$ cat src/hw/rtl/rrsp_pkg.sv
// rrsp_pkg: types and constants shared by the round robin slave poller
// no dependencies; used by rrsp_engine, round_robin_slave_poller, rrsp_checker and the testbench

package rrsp_pkg;

  localparam int MAX_SLAVES_DEF  = 8;
  localparam int LENGTH_BITS_DEF = 16;

  localparam int LEN_W     = 16;
  localparam int ADDR_W    = 8;
  localparam int TIME_W    = 32;
  localparam int COUNT_W   = 4;
  localparam int TABLE_N   = 8;
  localparam int TSEL_W    = $clog2(TABLE_N);
  localparam int LIST_W    = TABLE_N * ADDR_W;
  localparam int CFG_IDX_W = 2;
  localparam int CFG_DW    = LIST_W;

  typedef enum logic [1:0] {
    OP_TICK    = 2'd0,
    OP_REPLY   = 2'd1,
    OP_TIMEOUT = 2'd2,
    OP_RESTART = 2'd3
  } op_e;

  typedef enum logic [CFG_IDX_W-1:0] {
    REG_POLL_ENABLE   = 2'd0,
    REG_SLAVE_COUNT   = 2'd1,
    REG_ROUND_INTERVAL = 2'd2,
    REG_ADDRESS_LIST  = 2'd3
  } reg_e;

  typedef enum logic [2:0] {
    PH_IDLE = 3'b001,
    PH_SEND = 3'b010,
    PH_WAIT = 3'b100
  } phase_e;

  localparam logic KIND_REQUEST = 1'b0;
  localparam logic KIND_REPORT  = 1'b1;

  typedef struct packed {
    logic [1:0]        opcode;
    logic [TIME_W-1:0] now_ms;
    logic              reply_accepted;
    logic [LEN_W-1:0]  reply_length;
  } in_item_t;

  typedef struct packed {
    logic              result_kind;
    logic [ADDR_W-1:0] slave_address;
    logic              slave_online;
    logic [LEN_W-1:0]  report_length;
  } out_item_t;

  typedef struct packed {
    logic               poll_enable;
    logic [COUNT_W-1:0] slave_count;
    logic [TIME_W-1:0]  round_interval;
    logic [LIST_W-1:0]  slave_address_list;
  } cfg_t;

endpackage

$ cat src/hw/rtl/rrsp_engine.sv
// rrsp_engine: poll state machine, one input beat per step, at most one result
// depends on rrsp_pkg

module rrsp_engine #(
  parameter int MAX_SLAVES  = rrsp_pkg::MAX_SLAVES_DEF,
  parameter int LENGTH_BITS = rrsp_pkg::LENGTH_BITS_DEF
) (
  input  logic                clk_i,
  input  logic                rst_ni,
  input  logic                step_i,
  input  rrsp_pkg::in_item_t  item_i,
  input  rrsp_pkg::cfg_t      cfg_i,
  output logic                res_valid_o,
  output rrsp_pkg::out_item_t res_o
);

  localparam int CountW = rrsp_pkg::COUNT_W;
  localparam int TimeW  = rrsp_pkg::TIME_W;
  localparam int LenW   = rrsp_pkg::LEN_W;
  localparam int AddrW  = rrsp_pkg::ADDR_W;
  localparam int TselW  = rrsp_pkg::TSEL_W;
  localparam logic [CountW-1:0] MaxCount = CountW'(MAX_SLAVES);

  rrsp_pkg::phase_e         phase_q, phase_d;
  logic [CountW-1:0]        idx_q, idx_d;
  logic [TimeW-1:0]         end_q, end_d;
  logic                     seen_q, seen_d;
  logic                     online_q, online_d;
  logic [LENGTH_BITS-1:0]   len_q, len_d;

  logic [CountW-1:0]        count;
  logic [CountW-1:0]        idx_inc;
  logic [TimeW-1:0]         elapsed;
  logic [AddrW-1:0]         cur_addr;

  assign count    = (cfg_i.slave_count > MaxCount) ? MaxCount : cfg_i.slave_count;
  assign idx_inc  = idx_q + CountW'(1);
  assign elapsed  = item_i.now_ms - end_q;
  assign cur_addr = cfg_i.slave_address_list[idx_q[TselW-1:0]*AddrW +: AddrW];

  always_comb begin
    phase_d     = phase_q;
    idx_d       = idx_q;
    end_d       = end_q;
    seen_d      = seen_q;
    online_d    = online_q;
    len_d       = len_q;
    res_valid_o = 1'b0;
    res_o       = '0;
    if (step_i && cfg_i.poll_enable) begin
      unique case (item_i.opcode)
        rrsp_pkg::OP_RESTART: begin
          idx_d   = '0;
          phase_d = rrsp_pkg::PH_IDLE;
          seen_d  = 1'b0;
          end_d   = item_i.now_ms;
        end
        rrsp_pkg::OP_REPLY: begin
          if (phase_q == rrsp_pkg::PH_WAIT && !seen_q && item_i.reply_accepted) begin
            seen_d   = 1'b1;
            online_d = 1'b1;
            len_d    = item_i.reply_length[LENGTH_BITS-1:0];
          end
        end
        rrsp_pkg::OP_TIMEOUT: begin
          if (phase_q == rrsp_pkg::PH_WAIT && !seen_q) begin
            seen_d   = 1'b1;
            online_d = 1'b0;
            len_d    = '0;
          end
        end
        default: begin
          if (count != '0) begin
            unique case (phase_q)
              rrsp_pkg::PH_SEND: begin
                if (idx_q >= count) begin
                  end_d   = item_i.now_ms;
                  phase_d = rrsp_pkg::PH_IDLE;
                end else begin
                  res_valid_o         = 1'b1;
                  res_o.result_kind   = rrsp_pkg::KIND_REQUEST;
                  res_o.slave_address = cur_addr;
                  seen_d              = 1'b0;
                  phase_d             = rrsp_pkg::PH_WAIT;
                end
              end
              rrsp_pkg::PH_WAIT: begin
                if (seen_q) begin
                  res_valid_o         = 1'b1;
                  res_o.result_kind   = rrsp_pkg::KIND_REPORT;
                  res_o.slave_address = cur_addr;
                  res_o.slave_online  = online_q;
                  res_o.report_length = LenW'(len_q);
                  idx_d               = idx_inc;
                  if (idx_inc < count) begin
                    phase_d = rrsp_pkg::PH_SEND;
                  end else begin
                    end_d   = item_i.now_ms;
                    phase_d = rrsp_pkg::PH_IDLE;
                  end
                end
              end
              default: begin
                if (elapsed >= cfg_i.round_interval) begin
                  idx_d   = '0;
                  phase_d = rrsp_pkg::PH_SEND;
                end
              end
            endcase
          end
        end
      endcase
    end
  end

  always_ff @(posedge clk_i or negedge rst_ni) begin
    if (!rst_ni) begin
      phase_q  <= rrsp_pkg::PH_IDLE;
      idx_q    <= '0;
      end_q    <= '0;
      seen_q   <= 1'b0;
      online_q <= 1'b0;
      len_q    <= '0;
    end else begin
      phase_q  <= phase_d;
      idx_q    <= idx_d;
      end_q    <= end_d;
      seen_q   <= seen_d;
      online_q <= online_d;
      len_q    <= len_d;
    end
  end

endmodule

$ cat src/hw/rtl/round_robin_slave_poller.sv
// round_robin_slave_poller: top level with config registers, input and result registers
// depends on rrsp_pkg and rrsp_engine

// The poller takes one event beat per cycle (tick, reply, timeout or restart) and
// answers with at most one result beat: a status request when a slave is due, or a
// report with its online state and reply length on the tick after its reply or timeout.
// Each beat is held in the input register while the engine works on it, and its result
// is then written to the result register; the engine's state update is the only loop,
// so beats stream at one per cycle while the result register drains. in_stall_o rises
// only while a result waits under out_stall_i.
// Configuration writes take effect at once and are meant for an idle poller.

module round_robin_slave_poller #(
  parameter int MAX_SLAVES  = rrsp_pkg::MAX_SLAVES_DEF,
  parameter int LENGTH_BITS = rrsp_pkg::LENGTH_BITS_DEF
) (
  input  logic                               clk_i,
  input  logic                               rst_ni,
  input  logic                               in_valid_i,
  output logic                               in_stall_o,
  input  rrsp_pkg::in_item_t                 in_data_i,
  output logic                               out_valid_o,
  input  logic                               out_stall_i,
  output rrsp_pkg::out_item_t                out_data_o,
  input  logic                               cfg_we_i,
  input  logic [rrsp_pkg::CFG_IDX_W-1:0]     cfg_idx_i,
  input  logic [rrsp_pkg::CFG_DW-1:0]        cfg_wdata_i
);

  rrsp_pkg::cfg_t      cfg_q;
  logic                in_valid_q;
  rrsp_pkg::in_item_t  in_q;
  logic                out_valid_q;
  rrsp_pkg::out_item_t out_q;

  logic                advance;
  logic                accept;
  logic                step;
  logic                res_valid;
  rrsp_pkg::out_item_t res;

  assign advance    = !out_valid_q || !out_stall_i;
  assign in_stall_o = in_valid_q && !advance;
  assign accept     = in_valid_i && !in_stall_o;
  assign step       = in_valid_q && advance;

  always_ff @(posedge clk_i or negedge rst_ni) begin
    if (!rst_ni) begin
      cfg_q <= '0;
    end else if (cfg_we_i) begin
      unique case (cfg_idx_i)
        rrsp_pkg::REG_POLL_ENABLE:    cfg_q.poll_enable <= cfg_wdata_i[0];
        rrsp_pkg::REG_SLAVE_COUNT:    cfg_q.slave_count <= cfg_wdata_i[rrsp_pkg::COUNT_W-1:0];
        rrsp_pkg::REG_ROUND_INTERVAL: cfg_q.round_interval <= cfg_wdata_i[rrsp_pkg::TIME_W-1:0];
        default:                      cfg_q.slave_address_list <= cfg_wdata_i;
      endcase
    end
  end

  rrsp_engine #(
    .MAX_SLAVES  (MAX_SLAVES),
    .LENGTH_BITS (LENGTH_BITS)
  ) u_engine (
    .clk_i       (clk_i),
    .rst_ni      (rst_ni),
    .step_i      (step),
    .item_i      (in_q),
    .cfg_i       (cfg_q),
    .res_valid_o (res_valid),
    .res_o       (res)
  );

  always_ff @(posedge clk_i or negedge rst_ni) begin
    if (!rst_ni) begin
      in_valid_q  <= 1'b0;
      out_valid_q <= 1'b0;
    end else begin
      if (accept) begin
        in_valid_q <= 1'b1;
      end else if (advance) begin
        in_valid_q <= 1'b0;
      end
      if (advance) begin
        out_valid_q <= step && res_valid;
      end
    end
  end

  always_ff @(posedge clk_i) begin
    if (accept) begin
      in_q <= in_data_i;
    end
    if (advance && step && res_valid) begin
      out_q <= res;
    end
  end

  assign out_valid_o = out_valid_q;
  assign out_data_o  = out_q;

endmodule

$ cat config.mk
export PLATFORM = sky130hd
export DESIGN_NAME = round_robin_slave_poller
export DESIGN_NICKNAME = d
export VERILOG_FILES = /design/src/hw/rtl/rrsp_pkg.sv /design/src/hw/rtl/rrsp_engine.sv /design/src/hw/rtl/round_robin_slave_poller.sv
export SDC_FILE = /design/constraint.sdc
export NUM_CORES = 1
export LEC_CHECK = 0
export BUFFER_PORTS_ARGS = -buffer_cell sky130_fd_sc_hd__buf_2
export CAP_MARGIN = 15
export CORE_UTILIZATION = 40
export CTS_BUF_LIST = sky130_fd_sc_hd__clkbuf_16
export DETAILED_ROUTE_END_ITERATION = 10
export GPL_TIMING_DRIVEN = 0
export HOLD_SLACK_MARGIN = 0.06
export PLACE_DENSITY = 0.6
export SLEW_MARGIN = 20
export SYNTH_ARGS = -nofsm -noshare
export SYNTH_HDL_FRONTEND = slang
export SYNTH_HIERARCHICAL = 1
export SYNTH_SLANG_ARGS = --single-unit
$ cat constraint.sdc
create_clock -name clk_i -period 4.9 [get_ports clk_i]
set_clock_uncertainty 0.05 [all_clocks]
set_input_delay 0.245 -clock clk_i [delete_from_list [all_inputs] [get_ports clk_i]]
set_output_delay 0.245 -clock clk_i [all_outputs]
set_load 0.02 [all_outputs]
==> results of run 1 <==
==> how the worst max path moves through the flow <==
stage	startpoint	to	slack, ns	cells past startpoint
finish	in_q[17]	u_engine/phase_q[1]	0.30	22
CTS	in_q[17]	u_engine/phase_q[1]	0.06	21
global route	in_q[17]	u_engine/phase_q[1]	-0.02	22
detailed placement	in_q[17]	u_engine/phase_q[1]	-0.45	20
floorplan	u_engine/idx_q[0]	out_data_o[0]	0.73	14
global placement	in_q[17]	u_engine/phase_q[1]	-0.40	20
==> registers in the layout (all words and copies together) (netlist names) <==
signal / flops
cfg_q: 101
in_q: 51
u_engine/end_q: 32
out_data_o: 26
u_engine/len_q: 16
u_engine/idx_q: 4
u_engine/phase_q: 3
in_valid_q: 1
out_valid_o: 1
u_engine/online_q: 1
u_engine/seen_q: 1
==> cells by family after synthesis <==
logic type | Yosys count | share of synthesized area
AO/OA/AOI/OAI | 161 | 0.08635
XOR/XNOR | 30 | 0.02198
adder cells (fa/ha/maj) | 77 | 0.08122
buffers and inverters | 112 | 0.04197
flip-flops | 237 | 0.5285
multiplexers | 158 | 0.1630
AND/OR/NAND/NOR | 179 | 0.07704
==> power by group <==
part,leakage [nW],internal (mW),switching (mW),total (mW)
Clock,0.430,1.12,0.817,1.94
Sequential,2.61,2.46,0.217,2.68
Combinational,3.78,1.60,1.68,3.28
Total,6.82,5.18,2.71,7.89
==> critical path, delay by kind of cell (launching register included) <==
family | cells | cell delay [ns]
AND/OR/NAND/NOR | 2 | 0.13
XOR/XNOR | 1 | 0.16
flip-flops | 1 | 0.36
adder cells (fa/ha/maj) | 3 | 0.88
AO/OA/AOI/OAI | 12 | 2.38
buffers and inverters | 4 | 0.49
==> layer usage <==
layer	share of wire	routed length [um]
met4	0.026	677
met3	0.034	888
met2	0.49	12850
met1	0.45	11740
met5	0	0
==> what timing repair did <==
| action | in CTS | in global routing |
|---|---|---|
| pin swaps | 1 | 6 |
| resized for setup | 2 | 5 |
| hold buffers | 119 | 0 |
| hold endpoints to repair | 227 | 0 |
| setup endpoints to repair | 7 | 7 |
| setup buffers | 2 | 3 |
==> final cells by class <==
class / instances / area [um2] / area share
multi-input combinational: 605 / 5185 / 0.3372
tap: 384 / 480.5 / 0.03124
buffer: 29 / 190.2 / 0.01237
sequential: 237 / 6317 / 0.4108
clock inverter: 19 / 128.9 / 0.008380
clock buffer: 29 / 725.7 / 0.04719
inverter: 83 / 311.5 / 0.02026
timing repair buffer: 275 / 2039 / 0.1326
==> cells in the final DEF, fill, tap and decap left out, types with 29 or more instances in the layout <==
master,netlist,layout
o21ai_0,42,40
inv_1,83,85
ha_1,76,76
clkbuf_16,0,29
dfrtp_1,159,159
nand2_1,51,51
mux2_2,128,128
edfxtp_1,77,77
buf_2,5,153
a21oi_1,44,42
dlygate4sd3_1,0,119
nor2_1,35,35
==> metrics by stage <==
step | total power [mW] | util
6_report | 7.890 | 0.5301
5_1_grt | 8.488 | 0.5301
4_1_cts | 7.867 | 0.5285
3_5_place_dp | 5.769 | 0.4570
3_3_place_gp | 5.669 | 0.4543
2_1_floorplan | 5.017 | -
==> impl_metrics.ini, run 1 <==
[synth]
post_synth_instance_area_mm2 = 0.01195
synth_nets = 1153
synth_top_cell_by_area = dfrtp_1
avgSynthCellArea_um2 = 12.53
count_leader_synth = dfrtp_1
count_of_unique_library_cells_instantiated_by_yosys = 68
post-synth-top-area-fraction = 0.3328
synth-warning-count = 6
synth_seq_cells = 237
yosys-top-cells-area = dfrtp_1 (33%), edfxtp_1 (19%), mux2_2 (12%), ha_1 (8.0%), mux4_2 (3.0%)
synth_edf_count = 77
async_reset_ff_frac = 0.6751
synthCells = 954
synth_sequential_area_ratio = 0.5285
yosys-top-cells-count = dfrtp_1 (159), mux2_2 (128), inv_1 (83)
synth-main-ff-cell = dfrtp_1

[detailed_routing]
first_pass_iters = 4
mean_number_of_vias_per_cell = 4.862
ant_nets = 0
drc = 0
routedWlPerCell_um = 15.75
first_iter_violations = 380
wirelength_mm = 26.15
route.vias.total = 8075

[critical_path]
worst_path_most_repeated_cell = o211ai_1
worstPathArrival_ns = 4.97
slowest_stage = fa_1
setup.worst_path.class = register to register
worst_r2r_startpoint = in_q[17]
r2r_setup_slack_ns = 0.30
critPathCaptureType = register
r2r-end = u_engine/phase_q[1]
worst-endpoint-required_ns = 5.27
startpoint_type = register
worst_reg_to_reg_cells = 22
timing.critical_path.fanout_max = 6
timing.critical_path.cells = inv_1 -> ha_1 -> inv_1 -> fa_1 -> a21oi_2 -> o211ai_1 -> a222oi_1 -> buf_4 -> nand3_1 -> o211ai_1 -> buf_4 -> o21bai_1 -> a21oi_1 -> xnor2_1 -> ha_1 -> nand2_1 -> o21ai_0 -> a221oi_4 -> o211ai_1 -> a31oi_4 -> a211oi_1 -> o22a_1
worst_path_largest_cell_delay_ns = 0.42

[placement]
placed_cells = 1489
final_weighted_congestion_of_routability_driven_global_placement = 0.8865
io_buffers = 149
dpl-instance-area_mm2 = 0.01326
detailed_place_hpwl_mm = 18.81
pre_cts_slack_ns = -0.4547

[layout]
post_layout_nonfiller_instances = 1661
final_net_count = 1456
antenna-diode-count = 0
final_cell_area_mm2 = 0.01538
synthToLayoutAreaGrowth_pct = 28.65
layout.filler_cells = 2559
post_route_cells_drive_above_1_share = 0.2937

[pwr]
peakVddDrop_mv = 0.2922
p_leak_nw = 6.818
cellPowerDensity_mw_per_mm2 = 513.0

[grt]
grt_start_max_net_pins = 88
grt_busiest_layer = met2
grt.overflow.total = 0
grt_first_pass_wirelength_mm = 41.64
grt_antenna_before_repair = 0
globalRouteMet1Util = 0.2252
use_met3 = 0.02154
grt_pass1_vias = 8048
grt_util_met2 = 0.3049
globalRouteTotalUtil = 0.1736

[sta]
postLayoutSetupSlackWorst_ns = 0.3026
fin_crit_ns = 4.597
worst-slew-pin-transition_ns = 0.7947
fmaxAchievable_mhz = 217.5
finalMaxSlewViolations = 0
setup_viol = 0
hold_viol = 0
min_period_over_period = 0.9383
timing.hold.ws_ns = 0.09902
slew-limit-headroom = 0.4653
setup_total_negative_slack_ns = 0

[floorplanning]
coreArea_mm2 = 0.02901
std_cell_rows = 62
fp.dieArea_mm2 = 0.03058
initial_utilization = 0.4120
top_ports = 150
die_h_um = 174.9
fp.dieW_um = 174.9

[cts]
clk_pin_slew_worst_paths_ns = 0.06
cts.path.max_buffers = 3
clock-root-buffer = clkbuf_16
clkLatencyLatePin_ns = 0.53
cts_tree = done
tritoncts.num_buffers = 26
htree_num_levels = 1
cts_sinks = 237

[worst_hold_path]
hp_start = cfg_idx_i[0]
hold_path_class = primary input to register
holdPathStages = 3
timing.hold.worst_endpoint = cfg_q[100]

[run]
drv_cap = 0

[outcome]
status = completed
(Power assumes the default switching activity.)
==> inputs of run 2 (changes only) <==
--- a/config.mk
+++ b/config.mk
@@ -13,6 +13,7 @@
 export GPL_TIMING_DRIVEN = 0
 export HOLD_SLACK_MARGIN = 0.06
 export PLACE_DENSITY = 0.6
+export RECOVER_POWER = 50
 export SLEW_MARGIN = 20
 export SYNTH_ARGS = -nofsm -noshare
 export SYNTH_HDL_FRONTEND = slang
==> impl_metrics.ini, run 2 (synthesized netlist as in run 1, its figures left out) <==
[critical_path]
r2r_setup_slack_ns = 0.34
critPathCaptureType = register
timing.critical_path.fanout_max = 6
worst-endpoint-required_ns = 5.27
worst_reg_to_reg_cells = 22
startpoint_type = register
r2r-end = u_engine/phase_q[1]
worst_r2r_startpoint = in_q[17]
setup.worst_path.class = register to register
worstPathArrival_ns = 4.93

[worst_hold_path]
hold_path_class = primary input to register
holdPathStages = 3
timing.hold.worst_endpoint = cfg_q[100]
hp_start = cfg_idx_i[1]

[placement]
detailed_place_hpwl_mm = 18.81
io_buffers = 149
final_weighted_congestion_of_routability_driven_global_placement = 0.8865

[detailed_routing]
first_pass_iters = 4
route.vias.total = 8060
drc = 0
mean_number_of_vias_per_cell = 4.852
first_iter_violations = 345
ant_nets = 0
routedWlPerCell_um = 15.69
wirelength_mm = 26.06

[cts]
clock-root-buffer = clkbuf_16
tritoncts.num_buffers = 26
cts.path.max_buffers = 3
htree_num_levels = 1
cts_tree = done
clk_pin_slew_worst_paths_ns = 0.06
cts_sinks = 237
clkLatencyLatePin_ns = 0.53

[floorplanning]
top_ports = 150
die_h_um = 174.9
fp.dieW_um = 174.9
std_cell_rows = 62
coreArea_mm2 = 0.02901
initial_utilization = 0.4120
fp.dieArea_mm2 = 0.03058

[layout]
synthToLayoutAreaGrowth_pct = 28.12
number_of_flip_flops_in_the_largest_register = 101
layout.cells.most_common_list = dfrtp_1 (159), buf_2 (136), mux2_2 (128)
layout_top_registers = cfg_q: 101 flops, in_q: 51 flops, u_engine/end_q: 32 flops
layout.filler_cells = 2574
final_net_count = 1456
final_common_cell = dfrtp_1
top_register = cfg_q
post_route_cells_drive_above_1_share = 0.2756
antenna-diode-count = 0

[grt]
grt_antenna_before_repair = 0
globalRouteTotalUtil = 0.1736
grt.overflow.total = 0
grt_pass1_vias = 8048
grt_start_max_net_pins = 88
grt_first_pass_wirelength_mm = 41.64

[sta]
timing.hold.ws_ns = 0.1006
worst-slew-pin-transition_ns = 3.730
fmaxAchievable_mhz = 219.2
finalMaxSlewViolations = 74
hold_viol = 0
setup_total_negative_slack_ns = 0
min_period_over_period = 0.9309
fin_crit_ns = 4.561
slew-limit-headroom = -1.487
setup_viol = 0

[run]
drv_cap = 1

[outcome]
failed_checks = capacitance limit, slew limit
status = complete, but fails checks

[pwr]
peakVddDrop_mv = 0.2918
cellPowerDensity_mw_per_mm2 = 513.9
p_leak_nw = 6.741
## run 2: area by class of cell
class                   instances  area (um2)  share of cell area
plain buffers                  29       160.2             0.01046
clock buffers                  29       725.7             0.04738
well taps                     384       480.5             0.03137
flip-flops and latches        237        6317              0.4125
repair buffers                275        2013              0.1314
clock inverters                19       128.9            0.008414
multi-input cells             605        5179              0.3381
inverters                      83       311.5             0.02034
## run 2: worst max-delay path, stage by stage, from the launching register on
cell and delay [ns]:
edfxtp_1 0.36, inv_1 0.08, ha_1 0.19, inv_1 0.06, fa_1 0.42, a21oi_2 0.21, o211ai_1 0.17, a222oi_1 0.25
buf_4 0.18, nand3_1 0.07, o211ai_1 0.14, buf_4 0.17, o21bai_1 0.06, a21oi_1 0.17, xnor2_1 0.15, ha_1 0.27
nand2_1 0.06, o21ai_0 0.14, a221oi_4 0.35, o211ai_1 0.23, a31oi_4 0.33, a211oi_1 0.11, o22a_1 0.20
## run 2: power breakdown
| group | switching, mW | leakage [nW] | total, mW | internal (mW) |
|---|---|---|---|---|
| Clock | 0.814 | 0.430 | 1.93 | 1.12 |
| Combinational | 1.67 | 3.70 | 3.26 | 1.59 |
| Sequential | 0.216 | 2.61 | 2.68 | 2.46 |
| Total | 2.70 | 6.74 | 7.87 | 5.17 |
## run 2: through the flow
step,cell area (um2),power (mW),std cells,worst slack [ns],utilization
2_1_floorplan,11950,5.017,954,0.7325,-
3_3_place_gp,13180,5.669,1487,-0.3961,0.4543
3_5_place_dp,13260,5.769,1489,-0.4547,0.4570
4_1_cts,15330,7.867,1658,0.06195,0.5285
5_1_grt,15320,8.484,1661,-0.02426,0.5279
6_report,15320,7.871,1661,0.3386,0.5279
## run 2: layer usage
| metal | track usage | part of all wire | vias up |
|---|---|---|---|
| met4 | 0.04674 | 0.025 | 0 |
| met5 | 0 | 0 | - |
| li1 | - | - | 4033 |
| met1 | 0.2252 | 0.45 | 3840 |
| met2 | 0.3049 | 0.49 | 151 |
| met3 | 0.02154 | 0.033 | 36 |
## run 2: how the worst max path moves through the flow
stage          slack (ns)         startpoint                   to  cells past startpoint
3_5_place_dp        -0.45           in_q[17]  u_engine/phase_q[1]                     20
3_3_place_gp        -0.40           in_q[17]  u_engine/phase_q[1]                     20
6_report             0.34           in_q[17]  u_engine/phase_q[1]                     22
2_1_floorplan        0.73  u_engine/idx_q[0]        out_data_o[0]                     14
5_1_grt             -0.02           in_q[17]  u_engine/phase_q[1]                     22
4_1_cts              0.06           in_q[17]  u_engine/phase_q[1]                     21
## run 2: repair_timing
item | 4_1_cts | 5_1_grt
hold buffers | 119 | 0
gates resized for setup | 2 | 5
pin swaps | 1 | 6
endpoints found under the setup margin | 7 | 7
hold endpoints to repair | 227 | 0
buffers inserted | 2 | 3
==> inputs of run 3 (changes only) <==
--- a/config.mk
+++ b/config.mk
@@ -6,13 +6,12 @@
 export NUM_CORES = 1
 export LEC_CHECK = 0
 export BUFFER_PORTS_ARGS = -buffer_cell sky130_fd_sc_hd__buf_2
-export CAP_MARGIN = 15
-export CORE_UTILIZATION = 40
+export CORE_UTILIZATION = 30
 export CTS_BUF_LIST = sky130_fd_sc_hd__clkbuf_16
 export DETAILED_ROUTE_END_ITERATION = 10
 export GPL_TIMING_DRIVEN = 0
 export HOLD_SLACK_MARGIN = 0.06
-export PLACE_DENSITY = 0.6
+export PLACE_DENSITY = 0.48
 export RECOVER_POWER = 50
 export SLEW_MARGIN = 20
 export SYNTH_ARGS = -nofsm -noshare
==> impl_metrics.ini, run 3 (synthesized netlist as in run 1, its figures left out) <==
[pwr]
sequentialPowerShare = 0.329
switching_share = 0.3354
internal_power_mw = 5.409
switching_power_mw = 2.730
peakVddDrop_mv = 0.3167
cellPowerDensity_mw_per_mm2 = 519.2
p_leak_nw = 6.861
share_comb_of_total_power = 0.396
clkPwrFrac = 0.275

[layout]
layout_top_registers = cfg_q: 101 flops, in_q: 51 flops, u_engine/end_q: 32 flops
final_net_count = 1461
multi_input_comb_area_mm2 = 0.005155
synthToLayoutAreaGrowth_pct = 31.15
layout.filler_cells = 3788
number_of_flip_flops_in_the_largest_register = 101
layout.cells.most_common_list = dfrtp_1 (159), buf_2 (142), mux2_2 (128)
top_register = cfg_q
post_route_cells_drive_above_1_share = 0.2778
final-seq-area_mm2 = 0.006317
final_common_cell = dfrtp_1

[grt]
grt_pass1_vias = 8200
use_met3 = 0.02284
grt_first_pass_wirelength_mm = 44.88
grt_util_met2 = 0.2451
globalRouteTotalUtil = 0.1413
grt_start_max_net_pins = 82
grt_busiest_layer = met2
grt_antenna_before_repair = 1
grt.overflow.total = 0
globalRouteMet1Util = 0.1818

[outcome]
status = complete, but fails checks
failed_checks = capacitance limit, slew limit

[run]
drv_cap = 1

[sta]
setup_viol = 0
fin_crit_ns = 4.549
timing.hold.ws_ns = 0.1405
finalMaxSlewViolations = 81
fmaxAchievable_mhz = 219.8
min_period_over_period = 0.9285
setup_total_negative_slack_ns = 0
slew-limit-headroom = -1.551
hold_viol = 0
rsz_0062_raised_after_global_routing = false
worst-slew-pin-transition_ns = 3.827
postLayoutSetupSlackWorst_ns = 0.3506

[detailed_routing]
first_iter_violations = 267
first_pass_iters = 4
drc = 0
ant_nets = 0
wirelength_mm = 28.35
mean_number_of_vias_per_cell = 4.476
routedWlPerCell_um = 15.71
route.vias.total = 8075

[floorplanning]
std_cell_rows = 72
top_ports = 150
fp.dieW_um = 201.6
die_h_um = 201.6
fp.dieArea_mm2 = 0.04065
coreArea_mm2 = 0.03901
initial_utilization = 0.3065

[worst_hold_path]
holdPathStages = 3
timing.hold.worst_endpoint = cfg_q[100]
hp_start = cfg_we_i
hold_path_class = primary input to register

[placement]
final_weighted_congestion_of_routability_driven_global_placement = 0.8024
detailed_place_hpwl_mm = 20.64
pre_cts_slack_ns = -0.5076
io_buffers = 149

[critical_path]
setup.worst_path.class = register to register
startpoint_type = register
r2r_setup_slack_ns = 0.35
critPathCaptureType = register
timing.critical_path.fanout_max = 6
worstPathArrival_ns = 4.94
worst-endpoint-required_ns = 5.29
worst_reg_to_reg_cells = 21
worst_r2r_startpoint = in_q[17]
r2r-end = u_engine/phase_q[1]

[cts]
clkLatencyLatePin_ns = 0.57
clk_pin_slew_worst_paths_ns = 0.06
cts_sinks = 237
clock-root-buffer = clkbuf_16
tritoncts.num_buffers = 29
htree_num_levels = 1
cts_tree = done
cts.path.max_buffers = 3
-- run 3: cell type report --
type,count,area share
Clock buffer,32,0.05108
Inverter,83,0.01987
Tap cell,518,0.04134
Buffer,29,0.01069
Clock inverter,22,0.01349
Antenna cell,1,0.0001596
Timing Repair Buffer,277,0.1316
Sequential cell,237,0.4030
Multi-Input combinational cell,605,0.3288
-- run 3: power by group through the flow --
stage	combinational [mW]	sequential (mW)	clock, mW
global placement	3.03	2.71	0
global route	3.66	2.74	2.39
floorplan	2.37	2.64	0
CTS	3.22	2.69	2.33
finish	3.22	2.68	2.24
detailed placement	3.08	2.72	0
-- run 3: worst max path at each step --
| stage | startpoint | end |
|---|---|---|
| after floorplan | u_engine/idx_q[0] | out_data_o[0] |
| after global placement | in_q[17] | u_engine/phase_q[1] |
| after detailed placement | in_q[17] | u_engine/phase_q[1] |
| after CTS | in_q[17] | u_engine/phase_q[1] |
| after global routing | in_q[17] | u_engine/phase_q[1] |
| final | in_q[17] | u_engine/phase_q[1] |
-- run 3: stage by stage --
step           cell area [um2]  utilization  instances  power [mW]
3_3_place_gp             13350       0.3422       1621       5.740
4_1_cts                  15710       0.4027       1801       8.244
2_1_floorplan            11950            -        954       5.017
6_report                 15680       0.4019       1804       8.140
5_1_grt                  15680       0.4019       1804       8.788
3_5_place_dp             13450       0.3449       1624       5.801
-- run 3: critical path: stages (launching register included) --
cell	delay, ns
edfxtp_1	0.36
inv_1	0.10
ha_1	0.18
inv_1	0.07
fa_1	0.42
a21oi_2	0.18
o211ai_1	0.15
a222oi_1	0.27
buf_4	0.18
nand3_1	0.06
o211ai_1	0.20
o2111ai_1	0.19
a21oi_1	0.20
xnor2_1	0.11
ha_1	0.19
a21o_1	0.15
a21o_1	0.18
a221oi_2	0.30
o21ai_0	0.22
a31oi_4	0.34
a211oi_1	0.13
o22a_1	0.19
-- run 3: metal layers --
layer	wire length, um	vias up
met2	13850	151
met4	672	0
li1	-	4046
met1	12800	3839
met3	1019	39
met5	0	-
-- run 3: what timing repair did --
action | CTS | global route
hold endpoints to repair | 245 | 0
endpoints found under the setup margin | 7 | 7
resized for setup | 2 | 2
setup buffers | 2 | 2
hold buffers | 121 | 0
pin swaps | 1 | 1
